==> config.mk <==
export PLATFORM = sky130hd
export DESIGN_NAME = modular_exponentiation
export DESIGN_NICKNAME = d
export VERILOG_FILES = /design/src/sv/mexp_pkg.sv /design/src/sv/mexp_mulmod.sv /design/src/sv/mexp_seq.sv /design/src/sv/modular_exponentiation.sv
export SDC_FILE = /design/constraint.sdc
export NUM_CORES = 1
export LEC_CHECK = 0
export BUFFER_PORTS_ARGS = -buffer_cell sky130_fd_sc_hd__buf_2
export CORE_MARGIN = 2
export CORE_UTILIZATION = 50
export CTS_CLUSTER_DIAMETER = 80
export DETAILED_ROUTE_END_ITERATION = 8
export MAX_ROUTING_LAYER = met4
export PLACE_DENSITY = 0.67
export SYNTH_ARGS = -nofsm -noshare
export SYNTH_HDL_FRONTEND = slang
export SYNTH_SLANG_ARGS = --single-unit
export TNS_END_PERCENT = 20
==> constraint.sdc <==
create_clock -name clk -period 5.7 [get_ports clk]
set_input_delay 0.57 -clock clk [delete_from_list [all_inputs] [get_ports clk]]
set_output_delay 0.57 -clock clk [all_outputs]
set_load 0.01 [all_outputs]
==> src/sv/mexp_pkg.sv <==
package mexp_pkg;

	// data word width
	localparam int WORD_BITS = 32;
	// bit counter width inside the modular multiplier
	localparam int CNT_BITS = $clog2(WORD_BITS);
	// microprogram step counter width
	localparam int STEP_BITS = 4;

	// configuration register indexes
	localparam logic REG_MODULUS  = 1'b0;
	localparam logic REG_EXPONENT = 1'b1;

	typedef logic [WORD_BITS-1:0] word_t;
	typedef logic [STEP_BITS-1:0] step_t;

	// multiplier operand A source
	typedef enum logic {
		OPA_PROD = 1'b0,
		OPA_SQ   = 1'b1
	} opa_t;

	// multiplier operand B source
	typedef enum logic {
		OPB_BASE = 1'b0,
		OPB_SQ   = 1'b1
	} opb_t;

	// destination of a finished product
	typedef enum logic {
		DST_SQ   = 1'b0,
		DST_PROD = 1'b1
	} dst_t;

	// result value driven at an emit step
	typedef enum logic [1:0] {
		RES_PROD = 2'd0,
		RES_ONE  = 2'd1,
		RES_ZERO = 2'd2
	} res_t;

	// jump condition
	typedef enum logic [2:0] {
		C_NEXT    = 3'd0,
		C_ALWAYS  = 3'd1,
		C_NSTART  = 3'd2,
		C_EXPZ    = 3'd3,
		C_MODZ    = 3'd4,
		C_BIT0CLR = 3'd5,
		C_REMNZ   = 3'd6
	} cond_t;

	// one control word
	typedef struct packed {
		logic    go;
		opa_t    opa;
		opb_t    opb;
		logic    hold_mul;
		dst_t    dst;
		logic    shift;
		logic    emit;
		res_t    res;
		cond_t   cond;
		step_t   target;
	} ucode_t;

	// datapath status seen by the sequencer
	typedef struct packed {
		logic start;
		logic exp_zero;
		logic mod_zero;
		logic bit0;
		logic rem_zero;
		logic mul_done;
	} status_t;

	// program step addresses
	localparam step_t ST_IDLE   = 4'd0;
	localparam step_t ST_CHKE   = 4'd1;
	localparam step_t ST_CHKM   = 4'd2;
	localparam step_t ST_RED    = 4'd3;
	localparam step_t ST_REDW   = 4'd4;
	localparam step_t ST_BIT    = 4'd5;
	localparam step_t ST_MUL    = 4'd6;
	localparam step_t ST_MULW   = 4'd7;
	localparam step_t ST_SQR    = 4'd8;
	localparam step_t ST_SQRW   = 4'd9;
	localparam step_t ST_LOOP   = 4'd10;
	localparam step_t ST_OUTP   = 4'd11;
	localparam step_t ST_OUT1   = 4'd12;
	localparam step_t ST_OUT0   = 4'd13;

	// microprogram ROM
	function automatic ucode_t mexp_ucode(input step_t step);
		ucode_t w;
		w = '0;
		case (step)
			ST_IDLE: begin
				w.cond   = C_NSTART;
				w.target = ST_IDLE;
			end
			ST_CHKE: begin
				w.cond   = C_EXPZ;
				w.target = ST_OUT1;
			end
			ST_CHKM: begin
				w.cond   = C_MODZ;
				w.target = ST_OUT0;
			end
			// square <- (1 mod m) * base mod m, i.e. base mod m
			ST_RED: begin
				w.go  = 1'b1;
				w.opa = OPA_PROD;
				w.opb = OPB_BASE;
			end
			ST_REDW: begin
				w.hold_mul = 1'b1;
				w.dst      = DST_SQ;
			end
			ST_BIT: begin
				w.cond   = C_BIT0CLR;
				w.target = ST_SQR;
			end
			ST_MUL: begin
				w.go  = 1'b1;
				w.opa = OPA_PROD;
				w.opb = OPB_SQ;
			end
			ST_MULW: begin
				w.hold_mul = 1'b1;
				w.dst      = DST_PROD;
			end
			ST_SQR: begin
				w.go  = 1'b1;
				w.opa = OPA_SQ;
				w.opb = OPB_SQ;
			end
			ST_SQRW: begin
				w.hold_mul = 1'b1;
				w.dst      = DST_SQ;
				w.shift    = 1'b1;
			end
			ST_LOOP: begin
				w.cond   = C_REMNZ;
				w.target = ST_BIT;
			end
			ST_OUTP: begin
				w.emit   = 1'b1;
				w.res    = RES_PROD;
				w.cond   = C_ALWAYS;
				w.target = ST_IDLE;
			end
			ST_OUT1: begin
				w.emit   = 1'b1;
				w.res    = RES_ONE;
				w.cond   = C_ALWAYS;
				w.target = ST_IDLE;
			end
			ST_OUT0: begin
				w.emit   = 1'b1;
				w.res    = RES_ZERO;
				w.cond   = C_ALWAYS;
				w.target = ST_IDLE;
			end
			default: begin
				w.cond   = C_ALWAYS;
				w.target = ST_IDLE;
			end
		endcase
		return w;
	endfunction

endpackage

==> src/sv/mexp_mulmod.sv <==
module mexp_mulmod import mexp_pkg::*; (
	input  logic  clk,
	input  logic  arst_n,
	input  logic  go,
	input  word_t a,
	input  word_t b,
	input  word_t m,
	output logic  busy,
	output logic  done,
	output word_t r
);

	logic                run_q;
	logic                phase_q;
	logic                done_q;
	logic [CNT_BITS-1:0] cnt_q;
	word_t               a_q;
	word_t               b_q;
	word_t               r_q;

	logic [WORD_BITS:0] sum;
	logic [WORD_BITS:0] red;
	word_t              addend;

	// one shared add-and-reduce: double in phase 0, add A in phase 1
	always_comb begin
		addend = phase_q ? a_q : r_q;
		sum    = {1'b0, r_q} + {1'b0, addend};
		red    = (sum >= {1'b0, m}) ? (sum - {1'b0, m}) : sum;
	end

	// control
	always_ff @(posedge clk or negedge arst_n) begin
		if (!arst_n) begin
			run_q   <= 1'b0;
			phase_q <= 1'b0;
			done_q  <= 1'b0;
			cnt_q   <= '0;
		end else begin
			done_q <= 1'b0;
			if (go) begin
				run_q   <= 1'b1;
				phase_q <= 1'b0;
				cnt_q   <= CNT_BITS'(WORD_BITS - 1);
			end else if (run_q) begin
				phase_q <= ~phase_q;
				if (phase_q) begin
					if (cnt_q == '0) begin
						run_q  <= 1'b0;
						done_q <= 1'b1;
					end else begin
						cnt_q <= cnt_q - CNT_BITS'(1);
					end
				end
			end
		end
	end

	// datapath, multiplier bits taken MSB first
	always_ff @(posedge clk) begin
		if (go) begin
			a_q <= a;
			b_q <= b;
			r_q <= '0;
		end else if (run_q) begin
			if (!phase_q) begin
				r_q <= red[WORD_BITS-1:0];
			end else begin
				if (b_q[WORD_BITS-1])
					r_q <= red[WORD_BITS-1:0];
				b_q <= {b_q[WORD_BITS-2:0], 1'b0};
			end
		end
	end

	assign busy = run_q;
	assign done = done_q;
	assign r    = r_q;

endmodule

==> src/sv/mexp_seq.sv <==
module mexp_seq import mexp_pkg::*; (
	input  logic    clk,
	input  logic    arst_n,
	input  status_t st,
	output ucode_t  cw,
	output logic    busy
);

	step_t step_q;
	step_t step_nxt;
	logic  taken;

	assign cw   = mexp_ucode(step_q);
	assign busy = (step_q != ST_IDLE);

	// jump condition select
	always_comb begin
		case (cw.cond)
			C_NEXT:    taken = 1'b0;
			C_ALWAYS:  taken = 1'b1;
			C_NSTART:  taken = !st.start;
			C_EXPZ:    taken = st.exp_zero;
			C_MODZ:    taken = st.mod_zero;
			C_BIT0CLR: taken = !st.bit0;
			C_REMNZ:   taken = !st.rem_zero;
			default:   taken = 1'b0;
		endcase
	end

	// hold on a wait step until the multiplier reports done
	always_comb begin
		if (cw.hold_mul && !st.mul_done)
			step_nxt = step_q;
		else if (taken)
			step_nxt = cw.target;
		else
			step_nxt = step_q + STEP_BITS'(1);
	end

	always_ff @(posedge clk or negedge arst_n) begin
		if (!arst_n)
			step_q <= ST_IDLE;
		else
			step_q <= step_nxt;
	end

endmodule

==> src/sv/modular_exponentiation.sv <==
// An exponent of zero and a modulus of zero are answered directly, with no modular product.
// Each modular product is computed in the shared bit-serial multiplier, which takes one
// add-and-reduce step for the doubling and one for the conditional add of A per multiplier bit.
// One request at a time; busy drops as done rises, so the next request can be taken then.
// done is a one-cycle strobe, the receiver cannot stall.
// Reset clears the sequencer and sets modulus to 2 and exponent to 0.
module modular_exponentiation import mexp_pkg::*; (
	input  logic  clk,
	input  logic  arst_n,
	input  logic  start,
	output logic  busy,
	input  word_t base_value,
	output logic  done,
	output word_t power_result,
	input  logic  cfg_we,
	input  logic  cfg_index,
	input  word_t cfg_wdata
);

	word_t   mod_q;
	word_t   exp_q;
	word_t   base_q;
	word_t   prod_q;
	word_t   sq_q;
	word_t   rem_q;
	word_t   result_q;
	logic    done_q;

	ucode_t  cw;
	status_t st;
	word_t   opa;
	word_t   opb;
	word_t   mul_r;
	logic    mul_busy;
	logic    mul_done;
	logic    accept;
	logic    wr;

	assign accept = start && !busy;
	assign wr     = cw.hold_mul && mul_done;

	// configuration registers
	always_ff @(posedge clk or negedge arst_n) begin
		if (!arst_n) begin
			mod_q <= WORD_BITS'(2);
			exp_q <= '0;
		end else if (cfg_we) begin
			case (cfg_index)
				REG_MODULUS:  mod_q <= cfg_wdata;
				REG_EXPONENT: exp_q <= cfg_wdata;
				default:      ;
			endcase
		end
	end

	// sequencer status
	always_comb begin
		st.start    = start;
		st.exp_zero = (exp_q == '0);
		st.mod_zero = (mod_q == '0);
		st.bit0     = rem_q[0];
		st.rem_zero = (rem_q == '0);
		st.mul_done = mul_done;
	end

	mexp_seq u_seq (
		.clk    (clk),
		.arst_n (arst_n),
		.st     (st),
		.cw     (cw),
		.busy   (busy)
	);

	// operand selection
	assign opa = (cw.opa == OPA_SQ) ? sq_q : prod_q;
	assign opb = (cw.opb == OPB_SQ) ? sq_q : base_q;

	mexp_mulmod u_mul (
		.clk    (clk),
		.arst_n (arst_n),
		.go     (cw.go),
		.a      (opa),
		.b      (opb),
		.m      (mod_q),
		.busy   (mul_busy),
		.done   (mul_done),
		.r      (mul_r)
	);

	// working registers
	always_ff @(posedge clk) begin
		if (accept) begin
			base_q <= base_value;
			rem_q  <= exp_q;
			prod_q <= (mod_q == WORD_BITS'(1)) ? '0 : WORD_BITS'(1);
		end else if (wr) begin
			case (cw.dst)
				DST_SQ:   sq_q   <= mul_r;
				DST_PROD: prod_q <= mul_r;
				default:  ;
			endcase
			if (cw.shift)
				rem_q <= rem_q >> 1;
		end
	end

	// result register
	always_ff @(posedge clk) begin
		if (cw.emit) begin
			case (cw.res)
				RES_PROD: result_q <= prod_q;
				RES_ONE:  result_q <= WORD_BITS'(1);
				RES_ZERO: result_q <= '0;
				default:  result_q <= '0;
			endcase
		end
	end

	always_ff @(posedge clk or negedge arst_n) begin
		if (!arst_n)
			done_q <= 1'b0;
		else
			done_q <= cw.emit;
	end

	assign done         = done_q;
	assign power_result = result_q;

	// an accepted request leaves the idle step
	a_accept_busy: assert property (@(posedge clk) disable iff (!arst_n)
		accept |=> busy)
		else $error("sequencer did not leave idle on request");

	// the multiplier is never restarted while running
	a_go_idle: assert property (@(posedge clk) disable iff (!arst_n)
		cw.go |-> !mul_busy)
		else $error("multiplier started while busy");

	// a finished product only arrives on a wait step
	a_done_wait: assert property (@(posedge clk) disable iff (!arst_n)
		mul_done |-> cw.hold_mul)
		else $error("multiplier result arrived outside a wait step");

	// done is a single-cycle strobe
	a_done_pulse: assert property (@(posedge clk) disable iff (!arst_n)
		done |=> !done)
		else $error("done held longer than one cycle");

endmodule
==> load_flow_metrics.sql, run 1 <==
INSERT INTO impl_metrics (metric_group, metric, value, unit) VALUES
('outcome', 'result_of_the_run', 'complete, no violations', ''),
('sta', 'setup-tns-final', '0', 'ns'),
('finish', 'fraction_of_layout_instances_using_a_drive_strength_above_1', '0.214', ''),
('sta', 'tightestPinTransition', '1.13', 'ns'),
('worst_setup_path', 'critical_path_s_top_delay_family', 'compound AO/OA/AOI/OAI gates', ''),
('grt', 'globalRoute.totalOverflow', '0', ''),
('flow_run', 'cap_viol_max_count', '0', ''),
('grt', 'grt_first_pass_wirelength', '62600', 'um'),
('placement', 'gp_routability_congestion', '0.908', ''),
('route', 'dr_total_vias', '11600', ''),
('sta', 'finalWorstPathRequiredPeriod', '5.39', 'ns'),
('worst_setup_path', 'timing.rr.start', 'u_mul.phase_q', ''),
('logic_synthesis', 'syn_area', '17100', 'um2'),
('floorplanning', 'start_util', '0.509', ''),
('worst_setup_path', 'r2r_end', 'u_mul.r[31]', ''),
('floorplanning', 'rows', '67', ''),
('grt', 'track_usage', '0.228', ''),
('logic_synthesis', 'synth_warnings', '0', ''),
('logic_synthesis', 'synth_seq_area_share', '0.543', ''),
('worst_setup_path', 'required', '6.12', 'ns'),
('grt', 'busiest_layer', 'met2', ''),
('logic_synthesis', 'synth_largest_type_area_fraction', '0.393', ''),
('floorplanning', 'area_inside_the_core_boundary', '33600', 'um2'),
('clock_network', 'clock-sinks', '333', ''),
('floorplanning', 'chipWidth', '189', 'um'),
('grt', 'number_of_antenna_violations_at_the_first_check_in_global_routing', '0', ''),
('floorplanning', 'die_area', '35700', 'um2'),
('worst_setup_path', 'cp_data_arrival_time', '5.81', 'ns'),
('sta', 'max_clock_freq', '186', 'MHz'),
('worst_setup_path', 'worst_path_largest_cell_delay', '0.47', 'ns'),
('clock_network', 'hold_buffers', '0', ''),
('sta', 'final-max-slew-violation-count', '0', ''),
('sta', 'final-hold-violation-count', '0', ''),
('finish', 'layout.cells.most_common_list', 'edfxtp_1, mux2_2, o21ai_0', ''),
('logic_synthesis', 'synthesis.instances', '1469', ''),
('sta', 'timing.final.crit_share', '0.945', ''),
('route', 'post_drt_via_cell_ratio', '5.64', ''),
('route', 'count_of_antenna_violating_nets_left_after_detailed_routing', '0', ''),
('route', 'wirelength', '39600', 'um'),
('clock_network', 'clk_latency', '0.54', 'ns'),
('logic_synthesis', 'synth_cell_type_count', '76', ''),
('route', 'avgRoutedWirePerCell', '19.3', 'um'),
('logic_synthesis', 'synth_area_leaders', 'edfxtp_1, dfrtp_1, mux2_2, ha_1, o21ai_0', ''),
('logic_synthesis', 'dominant_cell_type_by_area_after_synthesis', 'edfxtp_1', ''),
('sta', 'fin_worst_skew', '0.0186', 'ns'),
('sta', 'setup_viol', '0', ''),
('grt', 'globalRouteMet3Util', '0.0289', ''),
('logic_synthesis', 'synth_edf_count', '224', ''),
('logic_synthesis', 'postSynthRegisterBits', '333', ''),
('clock_network', 'cts-buffers-inserted', '38', ''),
('worst_setup_path', 'critical_setup_path_kind', 'reg2reg', ''),
('logic_synthesis', 'async_flop_share', '0.231', ''),
('finish', 'area_growth_from_synthesis_to_final_layout', '14.0', '%'),
('worst_setup_path', 'setup.worst_path.start_class', 'flip-flop', ''),
('worst_setup_path', 'r2r_setup_slk', '0.31', 'ns'),
('grt', 'grt_start_max_net_pins', '78', ''),
('clock_network', 'clock_tree.htree_level_count', '2', ''),
('sta', 'grt_setup_unrepaired', 'false', ''),
('placement', 'port_buffers', '102', ''),
('logic_synthesis', 'synthesis.area_per_instance', '11.7', 'um2'),
('worst_setup_path', 'slowest_cell_on_the_critical_path', 'ha_1', ''),
('grt', 'grt.met2_usage', '0.339', ''),
('finish', 'finalNetCount', '1715', ''),
('logic_synthesis', 'dominantRegCellSynth', 'edfxtp_1', ''),
('placement', 'dpl_wire_length', '27700', 'um'),
('route', 'firstDrtPassIters', '7', ''),
('worst_setup_path', 'worstPathCellList', 'buf_12, mux2_2, ha_1, o211a_1, o21ai_1, a31oi_1, o21ai_0, nand3_1, a41oi_1, xnor2_1, ha_1, nand2_1, nor4_2, nand4_1, a21oi_1, nor4_4, o211ai_4, buf_12, nand2_1, o21bai_1, o211a_1', ''),
('route', 'first_iter_violations', '767', ''),
('worst_setup_path', 'reg2reg_depth', '21', ''),
('worst_setup_path', 'crit_fanout', '21', ''),
('grt', 'gr-usage-met1', '0.336', '');
## routing by layer
metal | wire length (um) | share of wire
met5 | 0 | 0
met3 | 1730 | 0.044
met2 | 17300 | 0.44
met4 | 683 | 0.017
met1 | 19900 | 0.50
## cells by family after synthesis
logic type,after synthesis,share of synthesized area
AOI/OAI and AO/OA,344,0.126
xor gates and xnor gates,56,0.0287
adders and majority gates,72,0.0535
buffers and inverters,123,0.0283
DFF,333,0.543
muxes,182,0.116
and+or+nand+nor,359,0.104
## synth_stat cells (all sizes together) (2+ instances only)
cell type and n:
a211oi 11, a21boi 6, a21o 23, a21oi 87
a221oi 3, a311o 3, a311oi 4, a31o 4
a31oi 13, and2 35, and3 7, buf 21
clkbuf 42, dfrtp 76, dfxtp 32, edfxtp 224
fa 2, ha 70, inv 59, mux2 129
mux2i 53, nand2 129, nand2b 9, nand3 21
nand3b 2, nand4 16, nor2 50, nor2b 34
nor3 16, nor4 28, nor4b 2, o2111a 2
o2111ai 3, o211a 2, o211ai 9, o21a 11
o21ai 133, o21bai 8, o22ai 5, o31ai 6
o41ai 2, or2 4, xnor2 36, xor2 20
## through the flow
| stage | setup slack (ns) | hold WS (ns) | cell area [um2] | utilization | cells |
|---|---|---|---|---|---|
| 5_1_grt | 0.0105 | 0.182 | 19500 | 0.581 | 2052 |
| 3_5_place_dp | 0.272 | 0.495 | 18200 | 0.541 | 1980 |
| 4_1_cts | 0.240 | 0.183 | 19400 | 0.578 | 2050 |
| 3_3_place_gp | 0.283 | 0.485 | 18200 | 0.541 | 1980 |
| 6_report | 0.314 | 0.193 | 19500 | 0.581 | 2052 |
| 2_1_floorplan | 0.557 | 0.274 | 17100 | - | 1469 |
## area by class of cell
class	instances	area [um2]
clock buffers	53	1050
repair buffers	128	767
fillers	2733	14100
flip-flops and latches	333	9300
well taps	448	561
inverters	60	225
multi-input cells	1013	7420
clock inverters	17	206
## worst max path at each step
stage | from | endpoint | slack (ns) | cells past startpoint
5_1_grt | u_mul.phase_q | u_mul.r[30] | 0.01 | 20
3_5_place_dp | u_mul.phase_q | u_mul.r[31] | 0.27 | 21
3_3_place_gp | u_mul.phase_q | u_mul.r[30] | 0.28 | 18
4_1_cts | u_mul.phase_q | u_mul.r[30] | 0.24 | 20
2_1_floorplan | u_mul.phase_q | u_mul.r[31] | 0.56 | 22
6_report | u_mul.phase_q | u_mul.r[31] | 0.31 | 21
## timing repair
action                                  4_1_cts  5_1_grt
resized for setup                             0        9
endpoints found under the setup margin        0       26
buffers inserted                              0        1
Power of run 1 is not shown: default switching activity piles up to over one toggle a cycle in this logic, so the estimate is an artifact.
==> run 2, diff against run 1 <==
--- a/config.mk
+++ b/config.mk
@@ -6,7 +6,7 @@
 export NUM_CORES = 1
 export LEC_CHECK = 0
 export BUFFER_PORTS_ARGS = -buffer_cell sky130_fd_sc_hd__buf_2
-export CORE_MARGIN = 2
+export CORE_MARGIN = 1.5
 export CORE_UTILIZATION = 50
 export CTS_CLUSTER_DIAMETER = 80
 export DETAILED_ROUTE_END_ITERATION = 8
==> run 2 against run 1 <==
Compared with the run above:
- global-route usage about the same
- final area down 0.25%
- register-to-register slack got worse by 0.10 ns
- via count is 0.46% higher
- clock-buffer cell count is 7 lower
==> load_flow_metrics.sql, run 2 (synthesis results as in run 1) <==
INSERT INTO impl_metrics (metric_group, metric, value, unit) VALUES
('sta', 'tightestPinTransition', '1.13', 'ns'),
('outcome', 'result_of_the_run', 'complete, no violations', ''),
('sta', 'setup-tns-final', '0', 'ns'),
('sta', 'worst_slew_margin_rel', '0.246', ''),
('sta', 'timing.final.crit_share', '0.963', ''),
('grt', 'track_usage', '0.228', ''),
('placement', 'gp_routability_congestion', '0.883', ''),
('sta', 'postLayoutSetupSlackWorst', '0.210', 'ns'),
('floorplanning', 'die_area', '35400', 'um2'),
('sta', 'setup_viol', '0', ''),
('sta', 'fin_worst_skew', '0.0194', 'ns'),
('grt', 'grt_first_pass_wirelength', '62100', 'um'),
('worst_setup_path', 'critical_path.endpoint_type', 'flip-flop', ''),
('finish', 'finalNetCount', '1714', ''),
('floorplanning', 'io_pins', '103', ''),
('route', 'remaining_drc_errors', '0', ''),
('finish', 'diodes', '0', ''),
('clock_network', 'clk_transition_reported_paths', '0.06', 'ns'),
('worst_setup_path', 'setup.worst_path.start_class', 'flip-flop', ''),
('grt', 'globalRoute.totalOverflow', '0', ''),
('finish', 'area_growth_from_synthesis_to_final_layout', '13.7', '%'),
('worst_setup_path', 'critical_setup_path_kind', 'reg2reg', ''),
('worst_setup_path', 'worst_path_largest_cell_delay', '0.44', 'ns'),
('sta', 'final-hold-violation-count', '0', ''),
('route', 'first_iter_violations', '744', ''),
('floorplanning', 'rows', '67', ''),
('clock_network', 'root_buffer', 'clkbuf_16', ''),
('grt', 'grt.met2_usage', '0.328', ''),
('clock_network', 'clock_tree.htree_level_count', '2', ''),
('worst_setup_path', 'crit_fanout', '30', ''),
('sta', 'grt_setup_unrepaired', 'true', ''),
('worst_setup_path', 'reg2reg_depth', '19', ''),
('floorplanning', 'die_h', '188', 'um'),
('placement', 'dpl_wire_length', '27100', 'um'),
('route', 'firstDrtPassIters', '5', ''),
('flow_run', 'cap_viol_max_count', '0', ''),
('route', 'wirelength', '38900', 'um'),
('worst_setup_path', 'required', '6.08', 'ns'),
('placement', 'worst_slack_placed', '0.196', 'ns'),
('sta', 'finalWorstPathRequiredPeriod', '5.49', 'ns'),
('clock_network', 'cts_buffer_depth', '3', ''),
('worst_setup_path', 'cp_data_arrival_time', '5.87', 'ns'),
('placement', 'post_dp_cell_area', '18200', 'um2'),
('floorplanning', 'area_inside_the_core_boundary', '33600', 'um2'),
('sta', 'max_clock_freq', '182', 'MHz'),
('finish', 'fin_area', '19500', 'um2'),
('finish', 'leading_cell_type_in_the_layout_fill_and_taps_excluded', 'edfxtp_1', ''),
('route', 'dr_total_vias', '11600', ''),
('floorplanning', 'chipWidth', '188', 'um'),
('finish', 'fraction_of_layout_instances_using_a_drive_strength_above_1', '0.218', ''),
('hold_path', 'hold_path.class', 'in2async', ''),
('route', 'post_drt_via_cell_ratio', '5.67', ''),
('worst_setup_path', 'slowest_cell_on_the_critical_path', 'dfrtp_1', ''),
('route', 'count_of_antenna_violating_nets_left_after_detailed_routing', '0', ''),
('clock_network', 'clk_latency', '0.54', 'ns'),
('clock_network', 'hold_buffers', '0', ''),
('grt', 'busiest_layer', 'met1', ''),
('sta', 'final-max-slew-violation-count', '0', ''),
('grt', 'globalRouteMet3Util', '0.0292', ''),
('route', 'avgRoutedWirePerCell', '18.9', 'um'),
('clock_network', 'tritoncts', 'built', ''),
('floorplanning', 'start_util', '0.509', ''),
('grt', 'first_global_vias', '11200', ''),
('placement', 'port_buffers', '102', ''),
('grt', 'grt_start_max_net_pins', '78', ''),
('finish', 'layout.cells.most_common_list', 'edfxtp_1, mux2_2, o21ai_0', ''),
('grt', 'number_of_antenna_violations_at_the_first_check_in_global_routing', '0', ''),
('worst_setup_path', 'worstPathCellList', 'buf_12, mux2_2, ha_1, o211a_1, o21ai_1, a31oi_1, or2_2, a31oi_2, xnor2_1, ha_1, a21oi_1, o21ai_0, a221oi_2, o31ai_4, a31o_4, a221oi_4, xnor2_1, mux2i_1, a21oi_1', ''),
('clock_network', 'clock-sinks', '333', ''),
('clock_network', 'cts-buffers-inserted', '38', ''),
('grt', 'gr-usage-met1', '0.337', '');
run 2: cell types whose count changed in the layout (fill, tap and decap cells not counted), moves of 2 or more:
cell       previous run  this run
clkbuf_16            40        38
clkbuf_1             12         5
clkinv_2              2         7
nor3_2                2         0
inv_6                 1         4
buf_4                22        24
nor3_1               14        16
run 2: stage by stage:
| stage | hold WS [ns] | util | instances |
|---|---|---|---|
| after detailed placement | 0.508 | 0.541 | 1981 |
| after floorplan | 0.274 | - | 1469 |
| after global placement | 0.487 | 0.541 | 1981 |
| after global routing | 0.189 | 0.579 | 2051 |
| final | 0.204 | 0.579 | 2051 |
| after CTS | 0.194 | 0.578 | 2051 |
run 2: final timing paths:
| path | from | endpoint | slack [ns] |
|---|---|---|---|
| setup / recovery | u_mul.phase_q | u_mul.r[26] | 0.21 |
| hold / removal | arst_n | u_seq.step_q[1] | 0.20 |
| setup reg to reg | u_mul.phase_q | u_mul.r[26] | 0.21 |
| hold reg to reg | u_mul.r[28] | sq_q[28] | 0.51 |
| max in group asynchronous | arst_n | mod_q[26] | 4.87 |
| min in group clk | base_value[30] | base_q[30] | 0.21 |
run 2: layer usage:
layer,wire length [um],part of all wire
met4,1000,0.026
met1,19400,0.50
met5,0,0
met2,16700,0.43
met3,1740,0.045
run 2: timing repair:
| item | CTS | global route |
|---|---|---|
| buffers inserted | 0 | 0 |
| resized for setup | 0 | 6 |
| endpoints found under the setup margin | 0 | 31 |
run 2: final cells by class:
| class | count | area (um2) |
|---|---|---|
| Fill cell | 2814 | 14100 |
| Sequential cell | 333 | 9300 |
| Multi-Input combinational cell | 1013 | 7410 |
| Clock buffer | 46 | 1010 |
| Timing Repair Buffer | 127 | 726 |
| Tap cell | 448 | 561 |
| Clock inverter | 24 | 248 |
| Inverter | 60 | 225 |
run 2: worst max-delay path: cells and delay by family (launching register included):
family                   cells  cell delay, ns
buffers and inverters        1            0.22
multiplexers                 2            0.64
flip-flops                   1            0.44
AND/OR/NAND/NOR              1            0.35
adder cells (fa/ha/maj)      2            0.74
AO/OA/AOI/OAI               11            2.53
XOR/XNOR                     2            0.40
Power of run 2 is left out for the same reason.
